<file path="src/rtl/dda3_pkg.sv">
// ----------------------------------------------------------------------------
// dda3_pkg
// Shared types and constants for the three-axis DDA step generator.
// ----------------------------------------------------------------------------
package dda3_pkg;

    localparam int AXES    = 3;
    localparam int COUNT_W = 32;
    localparam int LEVEL_W = 3;
    localparam int EVENT_W = 30;
    localparam int ERR_W   = 32;
    localparam int INC_W   = 31;

    localparam logic [LEVEL_W-1:0] LEVEL_MAX   = 3'd3;
    localparam logic [EVENT_W-1:0] EVENT_LIMIT = 30'h3FFF_FFFF;

    localparam logic OP_START = 1'b0;
    localparam logic OP_TICK  = 1'b1;

    typedef logic [COUNT_W-1:0] count_t;
    typedef logic [EVENT_W-1:0] event_t;

    typedef struct packed {
        logic             ok;
        logic [EVENT_W-1:0] total;
    } move_info_t;

    typedef struct packed {
        logic               load;
        logic               tick;
        logic [EVENT_W-1:0] total;
        logic [INC_W-1:0]   wrap;
    } axis_ctl_t;

endpackage

</file>
<file path="src/rtl/dda3_move.sv">
// ----------------------------------------------------------------------------
// dda3_move
// Checks a start transaction and computes the total event count of the move.
// ----------------------------------------------------------------------------
module dda3_move (
    input  dda3_pkg::count_t              steps [dda3_pkg::AXES],
    input  logic [dda3_pkg::LEVEL_W-1:0]  level,
    output dda3_pkg::move_info_t          info
);
    import dda3_pkg::*;

    count_t mx_ab;
    count_t mx;
    event_t limit;

    always_comb
    begin
        mx_ab = (steps[1] > steps[0]) ? steps[1] : steps[0];
        mx    = (steps[2] > mx_ab) ? steps[2] : mx_ab;
        limit = EVENT_LIMIT >> level[1:0];
        info.ok = (mx != '0) && (level <= LEVEL_MAX) && (mx <= {2'b00, limit});
        info.total = mx[EVENT_W-1:0] << level[1:0];
    end

endmodule

</file>
<file path="src/rtl/dda3_axis.sv">
// ----------------------------------------------------------------------------
// dda3_axis
// Error accumulator and increment of one axis; flags a step on each tick.
// ----------------------------------------------------------------------------
module dda3_axis (
    input  logic                 clk,
    input  logic                 rst_n,
    input  dda3_pkg::axis_ctl_t  ctl,
    input  dda3_pkg::count_t     count,
    output logic                 step
);
    import dda3_pkg::*;

    logic [ERR_W-1:0]   err_reg;
    logic [ERR_W-1:0]   err_next;
    logic [INC_W-1:0]   inc_reg;
    logic [INC_W-1:0]   inc_next;
    logic [ERR_W+1:0]   sum;
    logic [ERR_W+1:0]   diff;

    always_comb
    begin
        sum  = {{2{err_reg[ERR_W-1]}}, err_reg} + {3'b000, inc_reg};
        diff = sum - {3'b000, ctl.wrap};
        step = !sum[ERR_W+1];
        err_next = err_reg;
        inc_next = inc_reg;
        if (ctl.load)
        begin
            err_next = ERR_W'(-{2'b00, ctl.total});
            inc_next = {count[INC_W-2:0], 1'b0};
        end
        else if (ctl.tick)
        begin
            err_next = step ? diff[ERR_W-1:0] : sum[ERR_W-1:0];
        end
    end

    always_ff @(posedge clk or negedge rst_n)
    begin
        if (!rst_n)
        begin
            err_reg <= '0;
            inc_reg <= '0;
        end
        else
        begin
            err_reg <= err_next;
            inc_reg <= inc_next;
        end
    end

endmodule

</file>
<file path="src/rtl/three_axis_dda_step_generator.sv">
// ----------------------------------------------------------------------------
// three_axis_dda_step_generator
// Three-axis Bresenham DDA step generator with a smoothing multiplier.
// ----------------------------------------------------------------------------
// Usage: each input transaction is either a start (tuser = 0), carrying the
// step counts of axes A, B and C and a smoothing level, or a tick
// (tuser = 1). A start loads a new move, discarding any move in progress,
// or rejects it when all counts are zero, the level is above three or the
// scaled count does not fit in 30 bits. Every tick of an active move
// advances the three error accumulators and reports which axes step.
// Every input transaction yields exactly one output transaction with the
// step mask, the accept flag, the busy flag and the events left.
// An item passes the input register and then the output register. One
// transaction per clock is sustained while the receiver keeps tready high,
// as the accumulators update in the same cycle that the result is
// registered. When the receiver stalls, the output register holds and the
// input register fills, then tready drops. Reset clears the valid flags,
// move counters and axis accumulators, so the block starts idle.
// ----------------------------------------------------------------------------
module three_axis_dda_step_generator (
    input  logic          clk,
    input  logic          rst_n,
    input  logic          s_axis_tvalid,
    output logic          s_axis_tready,
    // steps_a[31:0], steps_b[63:32], steps_c[95:64], smooth_shift[98:96]
    input  logic [103:0]  s_axis_tdata,
    // op[0]
    input  logic          s_axis_tuser,
    output logic          m_axis_tvalid,
    input  logic          m_axis_tready,
    // step_mask[2:0], accepted[3], busy_res[4], events_left[34:5]
    output logic [39:0]   m_axis_tdata
);
    import dda3_pkg::*;

    logic                in_valid_reg;
    logic                op_reg;
    count_t              steps_reg [AXES];
    logic [LEVEL_W-1:0]  level_reg;

    logic                out_valid_reg;
    logic [AXES-1:0]     mask_reg;
    logic [AXES-1:0]     mask_next;
    logic                acc_reg;
    logic                acc_next;
    logic                busy_reg;
    logic                busy_next;
    event_t              left_reg;
    event_t              left_next;

    event_t              total_reg;
    event_t              total_next;
    event_t              done_reg;
    event_t              done_next;
    logic [INC_W-1:0]    wrap_reg;
    logic [INC_W-1:0]    wrap_next;

    logic                advance;
    logic                active;
    logic                start;
    logic                tick;
    move_info_t          info;
    axis_ctl_t           ctl;
    logic [AXES-1:0]     step;

    assign advance       = in_valid_reg && (!out_valid_reg || m_axis_tready);
    assign s_axis_tready = !in_valid_reg || advance;
    assign active        = done_reg < total_reg;
    assign start         = advance && (op_reg == OP_START);
    assign tick          = advance && (op_reg == OP_TICK) && active;

    always_ff @(posedge clk or negedge rst_n)
    begin
        if (!rst_n)
        begin
            in_valid_reg <= 1'b0;
        end
        else if (s_axis_tready)
        begin
            in_valid_reg <= s_axis_tvalid;
        end
    end

    always_ff @(posedge clk)
    begin
        if (s_axis_tvalid && s_axis_tready)
        begin
            op_reg       <= s_axis_tuser;
            steps_reg[0] <= s_axis_tdata[31:0];
            steps_reg[1] <= s_axis_tdata[63:32];
            steps_reg[2] <= s_axis_tdata[95:64];
            level_reg    <= s_axis_tdata[98:96];
        end
    end

    dda3_move u_move (
        .steps (steps_reg),
        .level (level_reg),
        .info  (info)
    );

    always_comb
    begin
        ctl.load  = start && info.ok;
        ctl.tick  = tick;
        ctl.total = info.total;
        ctl.wrap  = wrap_reg;
    end

    for (genvar g = 0; g < AXES; g++)
    begin : g_axis
        dda3_axis u_axis (
            .clk   (clk),
            .rst_n (rst_n),
            .ctl   (ctl),
            .count (steps_reg[g]),
            .step  (step[g])
        );
    end

    always_comb
    begin
        total_next = total_reg;
        done_next  = done_reg;
        wrap_next  = wrap_reg;
        if (start)
        begin
            total_next = info.ok ? info.total : '0;
            done_next  = '0;
            if (info.ok)
            begin
                wrap_next = {info.total, 1'b0};
            end
        end
        else if (tick)
        begin
            done_next = done_reg + 1'b1;
        end
        mask_next = tick ? step : '0;
        acc_next  = start && info.ok;
        busy_next = start ? info.ok : (tick ? (done_next != total_reg) : active);
        left_next = total_next - done_next;
    end

    always_ff @(posedge clk or negedge rst_n)
    begin
        if (!rst_n)
        begin
            total_reg     <= '0;
            done_reg      <= '0;
            wrap_reg      <= '0;
            out_valid_reg <= 1'b0;
        end
        else
        begin
            total_reg <= total_next;
            done_reg  <= done_next;
            wrap_reg  <= wrap_next;
            if (advance)
            begin
                out_valid_reg <= 1'b1;
            end
            else if (m_axis_tready)
            begin
                out_valid_reg <= 1'b0;
            end
        end
    end

    always_ff @(posedge clk)
    begin
        if (advance)
        begin
            mask_reg <= mask_next;
            acc_reg  <= acc_next;
            busy_reg <= busy_next;
            left_reg <= left_next;
        end
    end

    assign m_axis_tvalid = out_valid_reg;
    assign m_axis_tdata  = {5'b00000, left_reg, busy_reg, acc_reg, mask_reg};

endmodule

</file>
<file path="config.mk">
export PLATFORM = sky130hd
export DESIGN_NAME = three_axis_dda_step_generator
export DESIGN_NICKNAME = d
export VERILOG_FILES = /design/src/rtl/dda3_pkg.sv /design/src/rtl/dda3_move.sv /design/src/rtl/dda3_axis.sv /design/src/rtl/three_axis_dda_step_generator.sv
export SDC_FILE = /design/constraint.sdc
export NUM_CORES = 1
export LEC_CHECK = 0
export ABC_AREA = 0
export BUFFER_PORTS_ARGS = -buffer_cell sky130_fd_sc_hd__buf_2
export CAP_MARGIN = 20
export CORE_UTILIZATION = 55
export CTS_CLUSTER_DIAMETER = 40
export DETAILED_ROUTE_END_ITERATION = 12
export GPL_ROUTABILITY_DRIVEN = 0
export MAX_ROUTING_LAYER = met4
export PLACE_DENSITY = 0.75
export SYNTH_ARGS = -nofsm -noshare
export SYNTH_HDL_FRONTEND = slang
export SYNTH_SLANG_ARGS = --single-unit
</file>
<file path="constraint.sdc">
create_clock -name clk -period 18.8 [get_ports clk]
set_input_delay 3.76 -clock clk [delete_from_list [all_inputs] [get_ports clk]]
set_output_delay 3.76 -clock clk [all_outputs]
set_load 0.02 [all_outputs]
</file>
======== After elaboration in Yosys (flattened, before gate mapping) ========
Cells that the tools add are included.
operators by class
  shift operators ......................... 2
  reductions and logical operators ........ 19
  multiplexer cells ....................... 19
  add/sub/neg operators ................... 9
  bitwise logic cells ..................... 1
  eq/ne operators ......................... 1
  magnitude comparators ................... 5
operator list
  kind                   number
  $mux 32                11
  $mux 30                4
  $add 32x32->33         3
  $sub 32x31->32         3
  $gt 32x32->1           2
  $le 32x30->1           1
  $neg 30->32            1
  $reduce_bool 32->1     1
  $add 30x1->30 const B  1
  $lt 30x30->1           1
  $ne 30x30->1           1
  $shl 30x2->30          1
  $shr 30x2->30 const A  1
  $sub 30x30->30         1
  $logic_and 1x1->1      8
  $logic_not 1->1        5
  $mux 1                 4
  $reduce_bool 2->1      2
  $le 3x2->1 const B     1
  $logic_or 1x1->1       2
  $reduce_and 2->1       1
  $not 1->1              1
storage, ports and cells
  register bits after elaboration ......... 413
  logic and storage cells ................. 76
  output and inout bits ................... 42

======== Depth between registers and ports, before layout ========
Gate-level depths: netlist (run 1).
  word-level depth ........................ 10
  mapped depth ............................ 55
  mapped depth without buffers ............ 47

======== Cells and area by module ========
From an unflattened synthesis (run 1), not the netlist that was laid out.
second synthesis, totals
  cells, all modules ...................... 3791
  area total of the unflattened synthesis .. 34266.6 µm²
modules (own cells, without submodules)
  module                             cells each  instances  sequential area each (µm²)  area an instance (µm²)
  dda3_axis at g_axis[1].u_axis ...  806         2          1551.5                      6792.8
  three_axis_dda_step_generator      918         1          6356.1                      10575.1
  dda3_axis at g_axis[0].u_axis      814         1          1551.5                      6736.5
  dda3_move                          447         1          0.0                         3369.5

======== Least setup slack after synthesis (run 1) ========
No wires, ideal clock.
  path kind ............................... register -> register
  start ................................... register steps_reg[39] (netlist name)
  end ..................................... register left_reg[28] (data pin)
  slack ................................... 8.326 ns
  setup time .............................. 0.266 ns
  path buffers ............................ 9
  cell stages (with the launch flop) ...... 50
  arrival time ............................ 10.209 ns
  period minus slack after synthesis ...... 10.474 ns
  cell sequence ........................... edfxtp_1 > ha_1 > nand4_1 > nor4_1 > nand2_1 > a22oi_2 > o21ai_4 > buf_6 > buf_6 > buf_2 > o21ai_0 > inv_1 > ha_1 > nand4_1 > nor4_1 > nand2_1 > or3_1 > nor3_1 > [... 14 more ...] > clkbuf_1 > buf_1 > o22ai_1 > fa_1 > a21o_1 > a21oi_1 > o21ai_0 > a21oi_1 > o21ba_2 > o21ai_0 > a31oi_1 > nor2b_1 > o41ai_1 > o221ai_1 > o41ai_1 > o21ai_0 > o41ai_1 > xnor2_1
between the ends
  longest elaborated chain between the ends .. 10
RTL lines
  element                                                               RTL line                              source
  start, declared                                                       three_axis_dda_step_generator.sv:38   count_t steps_reg [AXES];
  $gt 32x32->1                                                          dda3_move.sv:18                       mx_ab = (steps[1] > steps[0]) ? steps[1] : steps[0];
  $mux 32 (*)                                                           dda3_move.sv:18
  $gt 32x32->1                                                          dda3_move.sv:19                       mx = (steps[2] > mx_ab) ? steps[2] : mx_ab;
  $mux 32 (*)                                                           dda3_move.sv:19
  parallel branches: the longest is 3 deep, another holds $le 32x30->1  -
  $mux 30 (*)                                                           three_axis_dda_step_generator.sv:128  total_next = info.ok ? info.total : '0;
  $mux 30 (*)                                                           three_axis_dda_step_generator.sv:126  if (start)
  net total_next[1]                                                     three_axis_dda_step_generator.sv:52   event_t total_next;
  $sub 30x30->30 (*)                                                    three_axis_dda_step_generator.sv:142  left_next = total_next - done_next;
  net left_next[28]                                                     three_axis_dda_step_generator.sv:49   event_t left_next;
  end signal, assigned                                                  three_axis_dda_step_generator.sv:177  left_reg <= left_next;
  end, declared                                                         three_axis_dda_step_generator.sv:48   event_t left_reg;
Mark *: on every way through the listed nets, which the timed path passes.
A chain may end at the register's enable or synchronous reset.

======== Final worst setup path (run 1) ========
  start ................................... register steps_reg[65] (netlist name)
  end ..................................... register left_reg[28] (data pin)
The elaborated chain is that of the path after synthesis.

==> flow_summary_export.csv, run 1 <==
group,metric,value,unit
synth,synth_cells,3464,
sta,finalCriticalPeriod,12920,ps
cells_and_area,nets,4001,
drt,wirelength,93400,um
worst_setup_path,cpPeakStageDelay,760,ps
placed_design,portBuffers,140,
clock_network,htree_levels,2,
status,status,"finished, final reports clean",
die,ios,151,
cells_and_area,drive_gt1_share,10.6,%
synth,synthArstFlopShare,67.1,%
die,dieArea,57600,um^2
cells_and_area,fin_area,34600,um^2
die,dieHeight,240,um
synth,synth_enable_flop_cells,135,
synth,ys_top_cells_by_count,"nand2_1, ha_1, dfrtp_1, nor2_1, a21oi_1",
cells_and_area,largest_reg_flops,96,
clock_network,clock-sinks,410,
clock_network,cts_resized,0,
clock_network,cts_setup_buffers,0,
clock_network,cts.clk_slew.worst_paths,60,ps
synth,avgSynthCellArea,8.99,um^2
sta,finalHoldViolCount,0,
clock_network,cts-root-buf,"clkbuf_16",
sta,setup_viol,0,
sta,slew_headroom,26.0,%
sta,final.setup.tns,0,ps
synth,yosysTopAreaCellShare,22.1,%
synth,ys_seq_elements,410,
synth,synth_cell_types,104,
grt,track_usage,33.3,%
grt,grt.overflow.total,0,
worst_hold_path,hold_path.class,"reg2reg",
synth,syn_area,31100,um^2
clock_network,tritoncts,"done",
sta,fmax,77.4,MHz
drt,post_drt_wl_per_cell,21.3,um
synth,synth_ff_type,"dfrtp_1",
worst_setup_path,cp-end-kind,"flop",
clock_network,clock_latency,660,ps
die,initial_core_util,56.1,%
power,peakVddDrop,0.117,mV
clock_network,hold_buffers,0,
synth,yosysWarnings,0,
synth,synth_area_leader_cell,"dfrtp_1",
grt,grt_pass1_wl,143000,um
sta,drv_slew,0,
synth,synthTopCellsByArea,"dfrtp_1, edfxtp_1, ha_1, nand2_1, xnor2_1",
synth,ys_seq_area_share,35.1,%
worst_setup_path,worstPathMaxFanout,52,
worst_setup_path,cp_data_arrival_time,13300,ps
clock_network,clockBufferDepth,3,
grt,grt_max_degree,103,
clock_network,cts_buffers,60,
job,max_cap_violations,0,
grt,antenna_found_initial,3,
sta,holdWs,476,ps
worst_setup_path,crit_type,"reg2reg",
cells_and_area,nFillCells,4771,
drt,vias_per_cell,6.20,
drt,num_vias,27177,
drt,dr.pass1.iters,6,
sta,worstMarginPinSlew,1110,ps
sta,fin_crit_sh,68.7,%
synth,yosysMostFrequentCell,"nand2_1",
cells_and_area,area_growth,11.2,%
placed_design,dp_hpwl,70400,um
worst_setup_path,crit_path_start_kind,"flop",
sta,fin_skew,37.1,ps
power,p_leak,15.7,nW
die,core_area,55500,um^2
power,p_per_area,230,nW/um^2
worst_setup_path,crit_required,19180,ps
drt,ant_nets,0,
grt,grt_pass1_vias,25137,
die,fp.dieW,240,um
placed_design,placed_area,32400,um^2
sta,rsz0062_at_grt,"no",
drt,drc_errors,0,
drt,drtIter0Drc,2921,
worst_setup_path,critical_path.slowest_cell,"mux2i_1",
die,num_rows,86,
[power by group]
group          total, mW  switching (mW)  internal, mW
logic               5.34            3.09          2.26
registers           1.44           0.207          1.23
clock network       1.20           0.463         0.732
[layout make-up]
class	instances	area [um^2]	share of cell area, %
Tap cell	748	936	2.70
Clock inverter	36	531	1.53
Multi-Input combinational cell	2730	18900	54.5
Inverter	211	795	2.29
Timing Repair Buffer	166	906	2.62
Antenna cell	2	5.00	0.0145
Clock buffer	77	1650	4.75
Sequential cell	410	10900	31.6
[worst max-delay path, delay by kind of cell, from the launching register on]
kind	cells	cell delay [ps]
buffers and inverters	4	1460
xor gates and xnor gates	1	100
muxes	1	760
and+or+nand+nor	15	2900
AOI/OAI and AO/OA	19	5650
adders and majority gates	4	1280
DFF	1	440
[cells in the final DEF (no fill, tap or decap), types with 14 or more instances in the layout]
cell type,Yosys,final
inv_1,208,208
nand4_1,46,46
o211ai_1,37,37
nand2_1,413,412
and3_1,28,28
a211oi_1,54,53
mux2i_1,59,59
nand2b_1,40,40
nand3_1,57,56
nor3_1,72,71
nor2_1,274,273
clkbuf_16,0,61
a21o_1,85,85
a211o_1,14,14
dfrtp_1,275,275
nor4_1,35,35
a21oi_1,256,256
or3_1,22,22
mux4_2,16,16
mux2_2,21,21
xnor2_1,149,149
a31oi_1,28,28
buf_4,13,26
o221a_2,18,18
buf_2,22,139
xor2_1,77,77
o31ai_1,16,16
o21ai_1,53,53
o21ai_0,188,188
o21a_1,60,60
ha_1,306,306
nor2b_1,29,29
and2_1,29,28
edfxtp_1,135,135
o22ai_1,24,24
o21bai_1,16,16
[kinds of logic after synthesis]
group	Yosys count	synth area share, %
fa+ha+maj	313	12.7
mux	100	4.05
buf+inv	328	4.47
simple gates	1104	16.6
xor+xnor	226	6.36
other cells	1	0.0120
compound gates	982	20.7
flops	410	35.1
[metal layers]
layer	share of wire [%]	routed length [um]	track usage [%]	vias to the layer above
li1	-	-	-	12869
met1	42	39300	43.9	12799
met2	43	40000	48.2	1248
met3	9.3	8700	7.12	261
met4	5.7	5360	17.5	0
met5	0	0	-	-
[stage by stage]
step	utilization [%]	total power [mW]	setup slack, ps	instances
floorplan	-	5.57	8330	3468
global placement	58.4	6.54	6290	4265
detailed placement	58.4	6.63	6210	4265
CTS	62.4	7.89	6120	4378
global route	62.4	8.63	5360	4380
finish	62.4	7.98	5880	4380
[worst paths after layout]
kind	start	end	slack [ps]	cells after the start
min in group asynchronous	rst_n	g_axis[1].u_axis.err_reg[15]	3120	1
hold reg to reg	wrap_reg[30]	wrap_reg[30]	480	1
setup reg to reg	steps_reg[65]	left_reg[28]	5880	44
max in group asynchronous	rst_n	total_reg[7]	13440	3
setup / recovery	steps_reg[65]	left_reg[28]	5880	44
hold / removal	wrap_reg[30]	wrap_reg[30]	480	1
Power figures use the tool's default switching activity.
==> run 2, diff against run 1 <==
--- a/config.mk
+++ b/config.mk
@@ -5,7 +5,7 @@
 export SDC_FILE = /design/constraint.sdc
 export NUM_CORES = 1
 export LEC_CHECK = 0
-export ABC_AREA = 0
+export ABC_AREA = 1
 export BUFFER_PORTS_ARGS = -buffer_cell sky130_fd_sc_hd__buf_2
 export CAP_MARGIN = 20
 export CORE_UTILIZATION = 55
@@ -13,7 +13,7 @@
 export DETAILED_ROUTE_END_ITERATION = 12
 export GPL_ROUTABILITY_DRIVEN = 0
 export MAX_ROUTING_LAYER = met4
-export PLACE_DENSITY = 0.75
+export PLACE_DENSITY = 0.77
 export SYNTH_ARGS = -nofsm -noshare
 export SYNTH_HDL_FRONTEND = slang
 export SYNTH_SLANG_ARGS = --single-unit
==> constraint.sdc (replaced) <==
create_clock -name clk -period 10.9 [get_ports clk]
set_input_delay 2.18 -clock clk [delete_from_list [all_inputs] [get_ports clk]]
set_output_delay 2.18 -clock clk [all_outputs]
set_load 0.02 [all_outputs]
==> flow_summary_export.csv, run 2 <==
group,metric,value,unit
sta,finalHoldViolCount,0,
synth,synthSimpleGateAreaFrac,24.0,%
die,fp.dieW,240,um
grt,grt_pass1_wl,140000,um
worst_setup_path,cpPeakStageDelay,450,ps
worst_setup_path,reg2reg_depth,56,
synth,synth-compound-area-share,14.6,%
clock_network,clockBufferDepth,3,
cells_and_area,drive_gt1_share,7.74,%
sta,finalCriticalPeriod,9920,ps
sta,fmax,101,MHz
job,max_cap_violations,0,
synth,ys_seq_area_share,35.1,%
cells_and_area,fin_area,35000,um^2
cells_and_area,final_common_cell,"nand2_1",
drt,drtIter0Drc,3318,
synth,synth_fa_ha_area_share,12.7,%
synth,synth_cell_types,49,
clock_network,cts_setup_buffers,0,
placed_design,placed_area,32500,um^2
cells_and_area,area_growth,12.4,%
worst_setup_path,worst-path-stages,56,
synth,ys_top_cells_by_count,"nand2_1, inv_1, ha_1, nand3_1",
worst_setup_path,crit_required,11250,ps
placed_design,dp_hpwl,66900,um
clock_network,clock-sinks,410,
sta,fin_crit_sh,91.0,%
sta,setup_viol,0,
die,dieHeight,240,um
synth,yosysTopAreaCellShare,22.1,%
synth,syn_area,31200,um^2
worst_hold_path,hold_path.class,"reg2reg",
synth,synth_mux_area_share,0,%
sta,fin_skew,22.0,ps
worst_setup_path,critical_path.slowest_cell,"edfxtp_1",
sta,holdWs,484,ps
worst_setup_path,crit_start,"steps_reg[52]",
die,ios,151,
grt,antenna_found_initial,0,
synth,synthXorXnorAreaFrac,6.29,%
clock_network,cts-root-buf,"clkbuf_16",
worst_setup_path,worstReg2RegStart,"steps_reg[52]",
clock_network,cts_buffers,74,
sta,slew_headroom,30.7,%
cells_and_area,largest_reg_flops,96,
sta,worstMarginPinSlew,1040,ps
sta,rsz0062_at_grt,"no",
die,core_area,55500,um^2
synth,ys_seq_elements,410,
worst_setup_path,crit_family,"compound AO/OA/AOI/OAI gates",
status,status,"finished, final reports clean",
cells_and_area,insertedDiodeCount,0,
synth,synth_ff_type,"dfrtp_1",
drt,num_vias,29147,
synth,synthArstFlopShare,67.1,%
synth,synth_enable_flop_cells,135,
die,dieArea,57700,um^2
cells_and_area,mostFrequentLayoutCells,"nand2_1, inv_1, ha_1",
drt,ant_nets,0,
drt,dr.pass1.iters,6,
worst_setup_path,cp-end-kind,"flop",
synth,yosysWarnings,0,
placed_design,dp_slack,1020,ps
cells_and_area,regArea,10900,um^2
clock_network,clock_latency,620,ps
worst_setup_path,rrSetupSlack,980,ps
placed_design,portBuffers,140,
drt,wirelength,89300,um
die,initial_core_util,56.2,%
clock_network,tritoncts,"done",
worst_setup_path,reg2reg_to,"left_reg[28]",
synth,synth_cells,4168,
grt,track_usage,32.2,%
cells_and_area,nets,4712,
sta,final.setup.tns,0,ps
worst_setup_path,worst-path-buf-inv,8,
clock_network,cts.clk_slew.worst_paths,60,ps
synth,synthTopCellsByArea,"dfrtp_1, nand2_1, edfxtp_1, ha_1, inv_1",
die,num_rows,86,
synth,synth_top_family_by_area,"simple AND/OR/NAND/NOR gates",
grt,grt_pass1_vias,26479,
drt,drc_errors,0,
worst_setup_path,crit_type,"reg2reg",
drt,post_drt_wl_per_cell,17.5,um
worst_setup_path,crit_path_start_kind,"flop",
worst_setup_path,crit_end,"left_reg[28]",
worst_setup_path,cp_data_arrival_time,10270,ps
synth,yosysMostFrequentCell,"nand2_1",
synth,avgSynthCellArea,7.48,um^2
sta,worst_slack,977,ps
grt,grt_max_degree,101,
worst_setup_path,worstPathMaxFanout,64,
sta,drv_slew,0,
cells_and_area,multi_input_area,18000,um^2
synth,synth_area_leader_cell,"dfrtp_1",
drt,vias_per_cell,5.72,
cells_and_area,nFillCells,4907,
grt,grt.overflow.total,0,
clock_network,htree_levels,3,
-- run 2: cell types whose count changed after synthesis, moves of 29 or more --
cell      before   now
a211oi_1      54     7
a21o_1        85     8
a21oi_1      256   298
inv_1        208   433
mux2i_1       59     0
nand2_1      413  1127
nand2b_1      40     0
nand3_1       57   301
nor2b_1       29     0
nor3_1        72    35
o21a_1        60     8
o21ai_0      188   298
xnor2_1      149    75
xor2_1        77   149
-- run 2: area by class of cell --
class / count / area share [%]
Tap cell: 748 / 2.67
Timing Repair Buffer: 175 / 2.83
Sequential cell: 410 / 31.2
Multi-Input combinational cell: 3188 / 51.4
Clock buffer: 96 / 6.00
Inverter: 441 / 4.73
Clock inverter: 42 / 1.16
-- run 2: routing by layer --
| metal | GRT usage (%) | wire length, um |
|---|---|---|
| met3 | 4.96 | 8150 |
| met1 | 44.3 | 39200 |
| met5 | - | 0 |
| met4 | 12.0 | 2980 |
| met2 | 47.9 | 39000 |
-- run 2: worst min-delay path by stage --
stage | cells past startpoint | startpoint | slack [ps] | end
6_report | 2 | g_axis[0].u_axis.err_reg[25] | 480 | g_axis[0].u_axis.err_reg[25]
5_1_grt | 2 | g_axis[2].u_axis.err_reg[21] | 500 | g_axis[2].u_axis.err_reg[21]
4_1_cts | 2 | g_axis[0].u_axis.err_reg[25] | 480 | g_axis[0].u_axis.err_reg[25]
3_5_place_dp | 2 | g_axis[0].u_axis.err_reg[25] | 470 | g_axis[0].u_axis.err_reg[25]
3_3_place_gp | 2 | g_axis[1].u_axis.err_reg[9] | 470 | g_axis[1].u_axis.err_reg[9]
2_1_floorplan | 2 | g_axis[2].u_axis.err_reg[30] | 450 | g_axis[2].u_axis.err_reg[30]
-- run 2: cells by family (layout without fill, tap and decap cells) --
group | after synthesis | after routing
simple gates | 1817 | 1817
compound gates | 829 | 829
buf+inv | 574 | 754
flops | 410 | 410
fa+ha+maj | 313 | 313
xor+xnor | 224 | 224
other cells | 1 | 5
-- run 2: metrics by stage --
step,utilization [%],cells
after floorplan,-,4172
after global placement,58.5,4961
after detailed placement,58.5,4961
after CTS,63.1,5099
after global routing,63.1,5100
final,63.1,5100
-- run 2: worst min-delay path: stages (launching register included) --
cell     delay (ps)
dfrtp_1         340
nand2_1          50
nand2_1          60
-- run 2: timing repair --
action | CTS | global route
endpoints found under the setup margin | 0 | 1
hold buffers | 0 | 0
gates resized for setup | 0 | 1
Power of run 2 is not shown: default switching activity piles up to over one toggle a cycle in this logic, so the estimate is an artifact.
